### config.mk
export PLATFORM = sky130hd
export DESIGN_NAME = prime_partition_to_end_core
export DESIGN_NICKNAME = d
export VERILOG_FILES = /design/src/sv/ppe_pkg.sv /design/src/sv/ppe_rem.sv /design/src/sv/prime_partition_to_end_core.sv
export SDC_FILE = /design/constraint.sdc
export NUM_CORES = 2
export LEC_CHECK = 0
export BUFFER_PORTS_ARGS = -buffer_cell sky130_fd_sc_hd__buf_2
export CORE_MARGIN = 10
export CORE_UTILIZATION = 57
export DETAILED_ROUTE_END_ITERATION = 10
export PLACE_DENSITY = 0.73
export SLEW_MARGIN = 15
export SYNTH_ARGS = -nofsm -noshare
export SYNTH_HDL_FRONTEND = slang
export SYNTH_SLANG_ARGS = --single-unit
### constraint.sdc
create_clock -name clk -period 12.8 [get_ports clk]
set_clock_uncertainty 0.1 [all_clocks]
set_input_delay 3.2 -clock clk [delete_from_list [all_inputs] [get_ports clk]]
set_output_delay 3.2 -clock clk [all_outputs]
set_load 0.02 [all_outputs]
### src/sv/ppe_pkg.sv
`timescale 1ns / 1ps
`default_nettype none
// Package for the prime partition core: sizes, microcode encodings and the control store.
// Used by ppe_rem and prime_partition_to_end_core; depends on nothing.

package ppe_pkg;

	localparam int MAX_ELEMENTS_DEF = 64;
	localparam int VALUE_BITS_DEF   = 16;

	localparam int STEP_BITS = 5;
	typedef logic [STEP_BITS-1:0] step_t;

	// program steps
	localparam step_t S_LOAD       = 5'd0;
	localparam step_t S_FL_INIT    = 5'd1;
	localparam step_t S_FL_CHK     = 5'd2;
	localparam step_t S_FL_RD      = 5'd3;
	localparam step_t S_FL_LD      = 5'd4;
	localparam step_t S_T_LT2      = 5'd5;
	localparam step_t S_T_LT4      = 5'd6;
	localparam step_t S_T_EVEN     = 5'd7;
	localparam step_t S_SQ         = 5'd8;
	localparam step_t S_SQ_CMP     = 5'd9;
	localparam step_t S_DIV        = 5'd10;
	localparam step_t S_DIV_CHK    = 5'd11;
	localparam step_t S_NEXT_D     = 5'd12;
	localparam step_t S_NOTP       = 5'd13;
	localparam step_t S_ISP        = 5'd14;
	localparam step_t S_PT_INIT    = 5'd15;
	localparam step_t S_PT_TOP     = 5'd16;
	localparam step_t S_PT_DEC     = 5'd17;
	localparam step_t S_PT_RD      = 5'd18;
	localparam step_t S_PT_CHK     = 5'd19;
	localparam step_t S_SC_TOP     = 5'd20;
	localparam step_t S_SC_CHK     = 5'd21;
	localparam step_t S_SC_INC     = 5'd22;
	localparam step_t S_SWAP_A     = 5'd23;
	localparam step_t S_SWAP_B     = 5'd24;
	localparam step_t S_EM_INIT    = 5'd25;
	localparam step_t S_EM_RD      = 5'd26;
	localparam step_t S_EM_LD      = 5'd27;
	localparam step_t S_EM_CHK     = 5'd28;
	localparam step_t S_FIN        = 5'd29;

	typedef enum logic [4:0] {
		OP_NONE,
		OP_LOAD,
		OP_CLR_IDX,
		OP_LD_V,
		OP_D_INIT,
		OP_SQ,
		OP_REM_START,
		OP_D_ADD2,
		OP_WR_NP,
		OP_WR_P,
		OP_PT_INIT,
		OP_DEC_SLOT,
		OP_LD_A,
		OP_INC_SCAN,
		OP_WR_SLOT_RD,
		OP_WR_SCAN_A,
		OP_OUT_LD,
		OP_CLR_CNT
	} op_t;

	typedef enum logic [3:0] {
		C_NONE,
		C_ALWAYS,
		C_NOT_CLOSE,
		C_IDX_DONE,
		C_IDX_MORE,
		C_V_LT2,
		C_V_LT4,
		C_V_EVEN,
		C_SQ_GT_V,
		C_REM_BUSY,
		C_REM_ZERO,
		C_SLOT_ZERO,
		C_RD_FLAG,
		C_SCAN_GE_SLOT,
		C_OUT_HOLD
	} cond_t;

	typedef enum logic [1:0] {
		ADDR_IDX,
		ADDR_SLOT,
		ADDR_SCAN
	} addr_sel_t;

	typedef struct packed {
		logic      rdy;
		logic      rd_en;
		addr_sel_t rd_sel;
		op_t       op;
		cond_t     cond;
		step_t     target;
	} ctrl_t;

	typedef struct packed {
		logic busy;
		logic zero;
	} rem_stat_t;

	function automatic ctrl_t mk(input logic rdy, input logic rd_en, input addr_sel_t sel,
			input op_t op, input cond_t cond, input step_t target);
		ctrl_t c;
		c.rdy    = rdy;
		c.rd_en  = rd_en;
		c.rd_sel = sel;
		c.op     = op;
		c.cond   = cond;
		c.target = target;
		return c;
	endfunction

	// control store: jump to target when cond holds, else fall through
	function automatic ctrl_t ucode(input step_t pc);
		ctrl_t c;
		unique case (pc)
			S_LOAD:    c = mk(1'b1, 1'b0, ADDR_IDX,  OP_LOAD,       C_NOT_CLOSE,    S_LOAD);
			S_FL_INIT: c = mk(1'b0, 1'b0, ADDR_IDX,  OP_CLR_IDX,    C_NONE,         S_LOAD);
			S_FL_CHK:  c = mk(1'b0, 1'b0, ADDR_IDX,  OP_NONE,       C_IDX_DONE,     S_PT_INIT);
			S_FL_RD:   c = mk(1'b0, 1'b1, ADDR_IDX,  OP_NONE,       C_NONE,         S_LOAD);
			S_FL_LD:   c = mk(1'b0, 1'b0, ADDR_IDX,  OP_LD_V,       C_NONE,         S_LOAD);
			S_T_LT2:   c = mk(1'b0, 1'b0, ADDR_IDX,  OP_NONE,       C_V_LT2,        S_NOTP);
			S_T_LT4:   c = mk(1'b0, 1'b0, ADDR_IDX,  OP_NONE,       C_V_LT4,        S_ISP);
			S_T_EVEN:  c = mk(1'b0, 1'b0, ADDR_IDX,  OP_D_INIT,     C_V_EVEN,       S_NOTP);
			S_SQ:      c = mk(1'b0, 1'b0, ADDR_IDX,  OP_SQ,         C_NONE,         S_LOAD);
			S_SQ_CMP:  c = mk(1'b0, 1'b0, ADDR_IDX,  OP_REM_START,  C_SQ_GT_V,      S_ISP);
			S_DIV:     c = mk(1'b0, 1'b0, ADDR_IDX,  OP_NONE,       C_REM_BUSY,     S_DIV);
			S_DIV_CHK: c = mk(1'b0, 1'b0, ADDR_IDX,  OP_D_ADD2,     C_REM_ZERO,     S_NOTP);
			S_NEXT_D:  c = mk(1'b0, 1'b0, ADDR_IDX,  OP_NONE,       C_ALWAYS,       S_SQ);
			S_NOTP:    c = mk(1'b0, 1'b0, ADDR_IDX,  OP_WR_NP,      C_ALWAYS,       S_FL_CHK);
			S_ISP:     c = mk(1'b0, 1'b0, ADDR_IDX,  OP_WR_P,       C_ALWAYS,       S_FL_CHK);
			S_PT_INIT: c = mk(1'b0, 1'b0, ADDR_IDX,  OP_PT_INIT,    C_NONE,         S_LOAD);
			S_PT_TOP:  c = mk(1'b0, 1'b0, ADDR_IDX,  OP_NONE,       C_SLOT_ZERO,    S_EM_INIT);
			S_PT_DEC:  c = mk(1'b0, 1'b0, ADDR_IDX,  OP_DEC_SLOT,   C_NONE,         S_LOAD);
			S_PT_RD:   c = mk(1'b0, 1'b1, ADDR_SLOT, OP_NONE,       C_NONE,         S_LOAD);
			S_PT_CHK:  c = mk(1'b0, 1'b0, ADDR_IDX,  OP_LD_A,       C_RD_FLAG,      S_PT_TOP);
			S_SC_TOP:  c = mk(1'b0, 1'b1, ADDR_SCAN, OP_NONE,       C_SCAN_GE_SLOT, S_PT_TOP);
			S_SC_CHK:  c = mk(1'b0, 1'b0, ADDR_IDX,  OP_NONE,       C_RD_FLAG,      S_SWAP_A);
			S_SC_INC:  c = mk(1'b0, 1'b0, ADDR_IDX,  OP_INC_SCAN,   C_ALWAYS,       S_SC_TOP);
			S_SWAP_A:  c = mk(1'b0, 1'b0, ADDR_IDX,  OP_WR_SLOT_RD, C_NONE,         S_LOAD);
			S_SWAP_B:  c = mk(1'b0, 1'b0, ADDR_IDX,  OP_WR_SCAN_A,  C_ALWAYS,       S_PT_TOP);
			S_EM_INIT: c = mk(1'b0, 1'b0, ADDR_IDX,  OP_CLR_IDX,    C_NONE,         S_LOAD);
			S_EM_RD:   c = mk(1'b0, 1'b1, ADDR_IDX,  OP_NONE,       C_OUT_HOLD,     S_EM_RD);
			S_EM_LD:   c = mk(1'b0, 1'b0, ADDR_IDX,  OP_OUT_LD,     C_NONE,         S_LOAD);
			S_EM_CHK:  c = mk(1'b0, 1'b0, ADDR_IDX,  OP_NONE,       C_IDX_MORE,     S_EM_RD);
			S_FIN:     c = mk(1'b0, 1'b0, ADDR_IDX,  OP_CLR_CNT,    C_ALWAYS,       S_LOAD);
			default:   c = mk(1'b0, 1'b0, ADDR_IDX,  OP_NONE,       C_ALWAYS,       S_LOAD);
		endcase
		return c;
	endfunction

endpackage

`default_nettype wire

### src/sv/ppe_rem.sv
`timescale 1ns / 1ps
`default_nettype none
// Restoring remainder unit, one quotient bit per cycle over all VALUE_BITS dividend bits.
// Depends on ppe_pkg for the status struct.

module ppe_rem #(
	parameter int VALUE_BITS = ppe_pkg::VALUE_BITS_DEF
) (
	input  wire logic                  clk,
	input  wire logic                  arst_n,
	input  wire logic                  start,
	input  wire logic [VALUE_BITS-1:0] dividend,
	input  wire logic [VALUE_BITS-1:0] divisor,
	output ppe_pkg::rem_stat_t         stat
);
	import ppe_pkg::*;

	localparam int NW = $clog2(VALUE_BITS + 1);

	logic                  busy_q;
	logic [NW-1:0]         n_q;
	logic [VALUE_BITS-1:0] dv_q;
	logic [VALUE_BITS-1:0] dsr_q;
	logic [VALUE_BITS-1:0] rem_q;
	logic [VALUE_BITS:0]   trial;
	logic [VALUE_BITS:0]   diff;
	logic                  fits;

	assign trial = {rem_q, dv_q[VALUE_BITS-1]};
	assign diff  = trial - {1'b0, dsr_q};
	assign fits  = trial >= {1'b0, dsr_q};

	always_ff @(posedge clk or negedge arst_n) begin
		if (!arst_n) begin
			busy_q <= 1'b0;
			n_q    <= '0;
		end else if (start) begin
			busy_q <= 1'b1;
			n_q    <= NW'(VALUE_BITS);
		end else if (busy_q) begin
			n_q <= n_q - NW'(1);
			if (n_q == NW'(1)) begin
				busy_q <= 1'b0;
			end
		end
	end

	always_ff @(posedge clk) begin
		if (start) begin
			dv_q  <= dividend;
			dsr_q <= divisor;
			rem_q <= '0;
		end else if (busy_q) begin
			dv_q  <= dv_q << 1;
			rem_q <= fits ? diff[VALUE_BITS-1:0] : trial[VALUE_BITS-1:0];
		end
	end

	assign stat.busy = busy_q;
	assign stat.zero = (rem_q == '0);

endmodule

`default_nettype wire

### src/sv/prime_partition_to_end_core.sv
`timescale 1ns / 1ps
`default_nettype none
// Prime partition core: loads a list, moves its primes to the tail, streams it back out.
// Microcoded sequencer over one element store; depends on ppe_pkg and ppe_rem.
//
// Use:
//   s_* channel takes one list element per beat, s_tlast closes the list. While the
//   list loads, s_tready is high and one beat is taken every cycle that s_tvalid is
//   high. Elements beyond MAX_ELEMENTS are dropped; a dropped beat with s_tlast still
//   closes the list. After the closing beat s_tready stays low until the last element
//   has been loaded into the output register.
//   Primality pass: each element is read and tested for < 2, < 4 and even, then
//   trial divided by odd divisors from 3 up to the square root in the remainder unit.
//   Partition pass: each slot from the tail has its prime flag read; a non-prime slot
//   scans from the head and the scan ends at the slot or swaps in the first prime found.
//   Emission: per m_* beat a store read, an output register load and a loop check;
//   m_tlast marks the final element. A stalled m_tready holds the output register and
//   pauses the sequencer; after the last beat, the loop check and S_FIN lead back to the load step.
//   Reset: list empty, sequencer at the load step, m_tvalid low. The store holds no
//   reset value; only entries of the current list are ever read.

module prime_partition_to_end_core #(
	parameter int MAX_ELEMENTS = ppe_pkg::MAX_ELEMENTS_DEF,
	parameter int VALUE_BITS   = ppe_pkg::VALUE_BITS_DEF
) (
	input  wire logic                                 clk,
	input  wire logic                                 arst_n,
	input  wire logic                                 s_tvalid,
	output logic                                      s_tready,
	input  wire logic [((VALUE_BITS + 7) / 8) * 8-1:0] s_tdata,  // value
	input  wire logic                                 s_tlast,
	output logic                                      m_tvalid,
	input  wire logic                                 m_tready,
	output logic [((VALUE_BITS + 7) / 8) * 8-1:0]      m_tdata,  // value_res
	output logic                                      m_tlast
);
	import ppe_pkg::*;

	localparam int TDW = ((VALUE_BITS + 7) / 8) * 8;
	localparam int AW  = (MAX_ELEMENTS > 1) ? $clog2(MAX_ELEMENTS) : 1;
	localparam int CW  = $clog2(MAX_ELEMENTS + 1);
	localparam int SQW = 2 * VALUE_BITS;

	step_t                 pc_q;
	ctrl_t                 cw;
	logic                  take;
	logic                  beat_in;

	logic [CW-1:0]         cnt_q;
	logic [CW-1:0]         idx_q;
	logic [CW-1:0]         slot_q;
	logic [CW-1:0]         scan_q;
	logic [VALUE_BITS-1:0] v_q;
	logic [VALUE_BITS-1:0] d_q;
	logic [SQW-1:0]        sq_q;
	logic [VALUE_BITS:0]   a_q;
	logic [VALUE_BITS:0]   rd_q;
	logic                  out_valid_q;
	logic [VALUE_BITS-1:0] out_val_q;
	logic                  out_last_q;

	// store word: {prime flag, value}
	logic [VALUE_BITS:0]   mem [MAX_ELEMENTS];
	logic [AW-1:0]         rd_addr;
	logic [AW-1:0]         wr_addr;
	logic [VALUE_BITS:0]   wr_data;
	logic                  wr_en;

	rem_stat_t             rem_stat;

	assign cw       = ucode(pc_q);
	assign s_tready = cw.rdy;
	assign beat_in  = s_tvalid & cw.rdy;

	ppe_rem #(
		.VALUE_BITS(VALUE_BITS)
	) u_rem (
		.clk     (clk),
		.arst_n  (arst_n),
		.start   (cw.op == OP_REM_START),
		.dividend(v_q),
		.divisor (d_q),
		.stat    (rem_stat)
	);

	always_comb begin
		unique case (cw.rd_sel)
			ADDR_IDX:  rd_addr = idx_q[AW-1:0];
			ADDR_SLOT: rd_addr = slot_q[AW-1:0];
			ADDR_SCAN: rd_addr = scan_q[AW-1:0];
			default:   rd_addr = idx_q[AW-1:0];
		endcase
	end

	always_comb begin
		wr_en   = 1'b0;
		wr_addr = idx_q[AW-1:0];
		wr_data = {1'b0, v_q};
		case (cw.op)
			OP_LOAD: begin
				wr_en   = beat_in && (cnt_q < CW'(MAX_ELEMENTS));
				wr_addr = cnt_q[AW-1:0];
				wr_data = {1'b0, s_tdata[VALUE_BITS-1:0]};
			end
			OP_WR_NP: begin
				wr_en   = 1'b1;
				wr_data = {1'b0, v_q};
			end
			OP_WR_P: begin
				wr_en   = 1'b1;
				wr_data = {1'b1, v_q};
			end
			OP_WR_SLOT_RD: begin
				wr_en   = 1'b1;
				wr_addr = slot_q[AW-1:0];
				wr_data = rd_q;
			end
			OP_WR_SCAN_A: begin
				wr_en   = 1'b1;
				wr_addr = scan_q[AW-1:0];
				wr_data = a_q;
			end
			default: begin
				wr_en = 1'b0;
			end
		endcase
	end

	always_ff @(posedge clk) begin
		if (wr_en) begin
			mem[wr_addr] <= wr_data;
		end
		if (cw.rd_en) begin
			rd_q <= mem[rd_addr];
		end
	end

	always_comb begin
		unique case (cw.cond)
			C_NONE:         take = 1'b0;
			C_ALWAYS:       take = 1'b1;
			C_NOT_CLOSE:    take = !(beat_in && s_tlast);
			C_IDX_DONE:     take = (idx_q == cnt_q);
			C_IDX_MORE:     take = (idx_q != cnt_q);
			C_V_LT2:        take = $signed(v_q) < $signed(VALUE_BITS'(2));
			C_V_LT4:        take = v_q < VALUE_BITS'(4);
			C_V_EVEN:       take = !v_q[0];
			C_SQ_GT_V:      take = sq_q > SQW'(v_q);
			C_REM_BUSY:     take = rem_stat.busy;
			C_REM_ZERO:     take = rem_stat.zero;
			C_SLOT_ZERO:    take = (slot_q == '0);
			C_RD_FLAG:      take = rd_q[VALUE_BITS];
			C_SCAN_GE_SLOT: take = (scan_q >= slot_q);
			C_OUT_HOLD:     take = out_valid_q && !m_tready;
			default:        take = 1'b0;
		endcase
	end

	always_ff @(posedge clk or negedge arst_n) begin
		if (!arst_n) begin
			pc_q        <= S_LOAD;
			cnt_q       <= '0;
			idx_q       <= '0;
			slot_q      <= '0;
			scan_q      <= '0;
			out_valid_q <= 1'b0;
		end else begin
			pc_q <= take ? cw.target : pc_q + step_t'(1);
			if (cw.op == OP_OUT_LD) begin
				out_valid_q <= 1'b1;
			end else if (m_tready) begin
				out_valid_q <= 1'b0;
			end
			case (cw.op)
				OP_LOAD: begin
					if (beat_in && (cnt_q < CW'(MAX_ELEMENTS))) begin
						cnt_q <= cnt_q + CW'(1);
					end
				end
				OP_CLR_IDX:  idx_q <= '0;
				OP_WR_NP,
				OP_WR_P,
				OP_OUT_LD:   idx_q <= idx_q + CW'(1);
				OP_PT_INIT: begin
					slot_q <= cnt_q;
					scan_q <= '0;
				end
				OP_DEC_SLOT: slot_q <= slot_q - CW'(1);
				OP_INC_SCAN: scan_q <= scan_q + CW'(1);
				OP_CLR_CNT:  cnt_q <= '0;
				default: begin
				end
			endcase
		end
	end

	always_ff @(posedge clk) begin
		case (cw.op)
			OP_LD_V:   v_q <= rd_q[VALUE_BITS-1:0];
			OP_D_INIT: d_q <= VALUE_BITS'(3);
			OP_D_ADD2: d_q <= d_q + VALUE_BITS'(2);
			OP_SQ:     sq_q <= SQW'(d_q) * SQW'(d_q);
			OP_LD_A:   a_q <= rd_q;
			OP_OUT_LD: begin
				out_val_q  <= rd_q[VALUE_BITS-1:0];
				out_last_q <= (CW'(idx_q + CW'(1)) == cnt_q);
			end
			default: begin
			end
		endcase
	end

	assign m_tvalid = out_valid_q;
	assign m_tdata  = TDW'(out_val_q);
	assign m_tlast  = out_last_q;

endmodule

`default_nettype wire

==> reports/metrics.csv <==
metric,value,unit
status,finished clean,
synthAdderAreaFrac,8.78,%
grt_max_degree,137,
cts_resized,0,
fillers,7160,
reg2reg_depth,21,
dp_hpwl,84100,um
synth_cell_type_count,81,
drc,0,
ys.flop_type,edfxtp_1,
path_clk_slew,0.05,ns
holdPathStages,2,
async_reset_ff_share,3.11,%
drtIter0Drc,3795,
layout_commonest_cell,edfxtp_1,
drt-wirelength-per-cell,26.3,um
path_depth,21,
fin_crit,7.11,ns
setup_ws,5.69,ns
setup_viol,0,
path_common_cell,fa_1,
syn-num-nets,4040,
tightest_slew,1.19,ns
cts_root_buffer,clkbuf_16,
cp-end-kind,register,
critPathBufInv,5,
num_rows,118,
cp_slowest_cell,edfxtp_1,
critPathTopFamily,adder cells,
viasPerCell,6.35,
slew_violations,0,
start_util,57.7,%
synth_area,60000,um2
drtPass1Iterations,8,
hold_violations,0,
cp.required,13.26,ns
antenna_found_initial,0,
antenna-diode-count,0,
startpoint_type,register,
ios,40,
path_class,register to register,
numPortBuffers,39,
fin_setup_tns,0,ns
grt_usage,23.9,%
pre_cts_ws,5.77,ns
dr_total_vias,33500,
syn_to_final_growth,10.8,%
hold_class,register to register,
cts_setup_buffers,0,
rsz0062_at_grt,no,
synthMuxAreaShare,12.2,%
syn_area_per_cell,16.2,um2
drive_above_1_share,17.7,%
hp-start,u_rem.rem_q[15],
synth-xor-area-share,1.28,%
nets,4139,
die_x,344,um
gp_congestion,0.885,
synth_enable_flop_cells,1231,
routed_wl,139000,um
cts_htree_levels,4,
ys_seq_elements,1287,
cts_tree,done,
fin_crit_sh,55.5,%
r2r-start,d_q[11],
path_cells,inv_1 > nor2_1 > fa_1 > inv_1 > fa_1 > inv_1 > fa_1 > fa_1 > fa_1 > inv_1 > fa_1 > inv_1 > ha_1 > nand3_1 > o2111a_1 > o211ai_1 > a31o_2 > a31o_2 > a221o_1 > a2111o_1 > o211ai_1,
cap_violations,0,
clock_path_buffers,3,
cts_hold_buf,0,
clk_latency,0.75,ns
fp.dieArea,119000,um2
synthSimpleGateAreaFrac,5.06,%
critPathMaxFanout,17,
ant_nets,0,
cts_made_buffers,132,
grt_pass1_vias,33600,
arrival,7.57,ns
grt.overflow.total,0,
synth_top_family_by_area,multiplexers,
final_cell_mix,"edfxtp_1 (1231), inv_1 (317), mux4_2 (275)",
max_slew_margin,20.5,%
grt_pass1_wl,213000,um
fmaxAchievable,0.141,GHz
cpPeakStageDelay,0.82,ns
synth-compound-area-share,5.65,%
fp.dieH,344,um
yosys_warnings,0,
cts_sinks,1287,
ys_seq_area_share,63.8,%
core_area,104000,um2
syn_inst,3696,
worstSetupStartpoint,d_q[11],
==> synthesized netlist by cell type (13+ instances only) <==
cell / count / area [um2]
dfrtp_1: 40 / 1000
nor2_1: 171 / 642
nand3_1: 49 / 245
nor2b_1: 88 / 551
mux2i_1: 90 / 901
ha_1: 160 / 2000
xor2_1: 30 / 263
nor3_1: 27 / 135
o21ai_0: 61 / 305
xnor2_1: 58 / 508
a31oi_1: 14 / 87.6
a211oi_1: 144 / 1080
o211ai_1: 13 / 97.6
a222oi_1: 16 / 160
a21oi_1: 136 / 681
dfxtp_1: 16 / 320
buf_2: 37 / 185
nand4_1: 21 / 131
and2_1: 19 / 119
nand2_1: 165 / 619
fa_1: 163 / 3260
edfxtp_1: 1231 / 37000
a21o_1: 19 / 143
inv_1: 317 / 1190
mux2_2: 18 / 203
mux4_2: 275 / 6190
clkbuf_1: 120 / 450
and3_1: 17 / 106
nor4_1: 16 / 100
buf_1: 16 / 60.1
==> routing by layer <==
metal  vias to the layer above  GRT usage (%)  wire length (um)
li1                      14300              -                 -
met1                     17200           34.5             55100
met2                      1787           36.7             65000
met3                       221           5.33             15100
met4                         0           6.97              3770
met5                         -              0                 0
==> tightest hold or removal path, stage by stage (launching register included) <==
cell	delay (ns)
dfxtp_1	0.32
nor2_1	0.08
a211oi_1	0.06
==> kinds of logic after synthesis <==
logic type / Yosys count
AOI/OAI and AO/OA: 494
xor gates and xnor gates: 88
adders and majority gates: 323
buffers and inverters: 499
DFF: 1287
muxes: 383
and+or+nand+nor: 622
==> final timing paths <==
| path | endpoint | slack [ns] |
|---|---|---|
| max | sq_q[31] | 5.69 |
| min | u_rem.rem_q[15] | 0.41 |
| max reg2reg | sq_q[31] | 5.69 |
| min reg2reg | u_rem.rem_q[15] | 0.41 |
| max in group asynchronous | idx_q[2] | 9.43 |
| min in group asynchronous | m_tvalid | 2.53 |
==> through the flow <==
step / instance area (um2) / util, % / std cells / hold WS [ns]
6_report: 66500 / 64.0 / 5275 / 0.411
5_1_grt: 66500 / 64.0 / 5275 / 0.447
4_1_cts: 66500 / 64.0 / 5275 / 0.410
3_5_place_dp: 62200 / 59.8 / 5041 / 0.398
3_3_place_gp: 62200 / 59.8 / 5041 / 0.393
2_1_floorplan: 60000 / - / 3696 / 0.344
==> state kept, by name, summed over array words and instances, names as in the netlist <==
signal	count
u_rem.dv_q	16
sq_q	30
idx_q	7
d_q	15
scan_q	7
m_tvalid	1
pc_q	5
u_rem.rem_q	16
v_q	16
cnt_q	7
u_rem.n_q	5
u_rem.dsr_q	15
rd_q	17
a_q	17
mem	1088
slot_q	7
m_tdata	16
m_tlast	1
u_rem.busy_q	1
==> area by class of cell <==
cell class | instances | area, um2 | share of cell area, %
clock inverter | 71 | 852 | 1.28
multi-input combinational | 1910 | 19900 | 30.0
sequential | 1287 | 38300 | 57.6
inverter | 321 | 1200 | 1.81
clock buffer | 163 | 3460 | 5.20
timing repair buffer | 143 | 1010 | 1.52
tap | 1380 | 1730 | 2.60
Power is not shown: default switching activity piles up to over one toggle a cycle in this logic, so the estimate is an artifact.
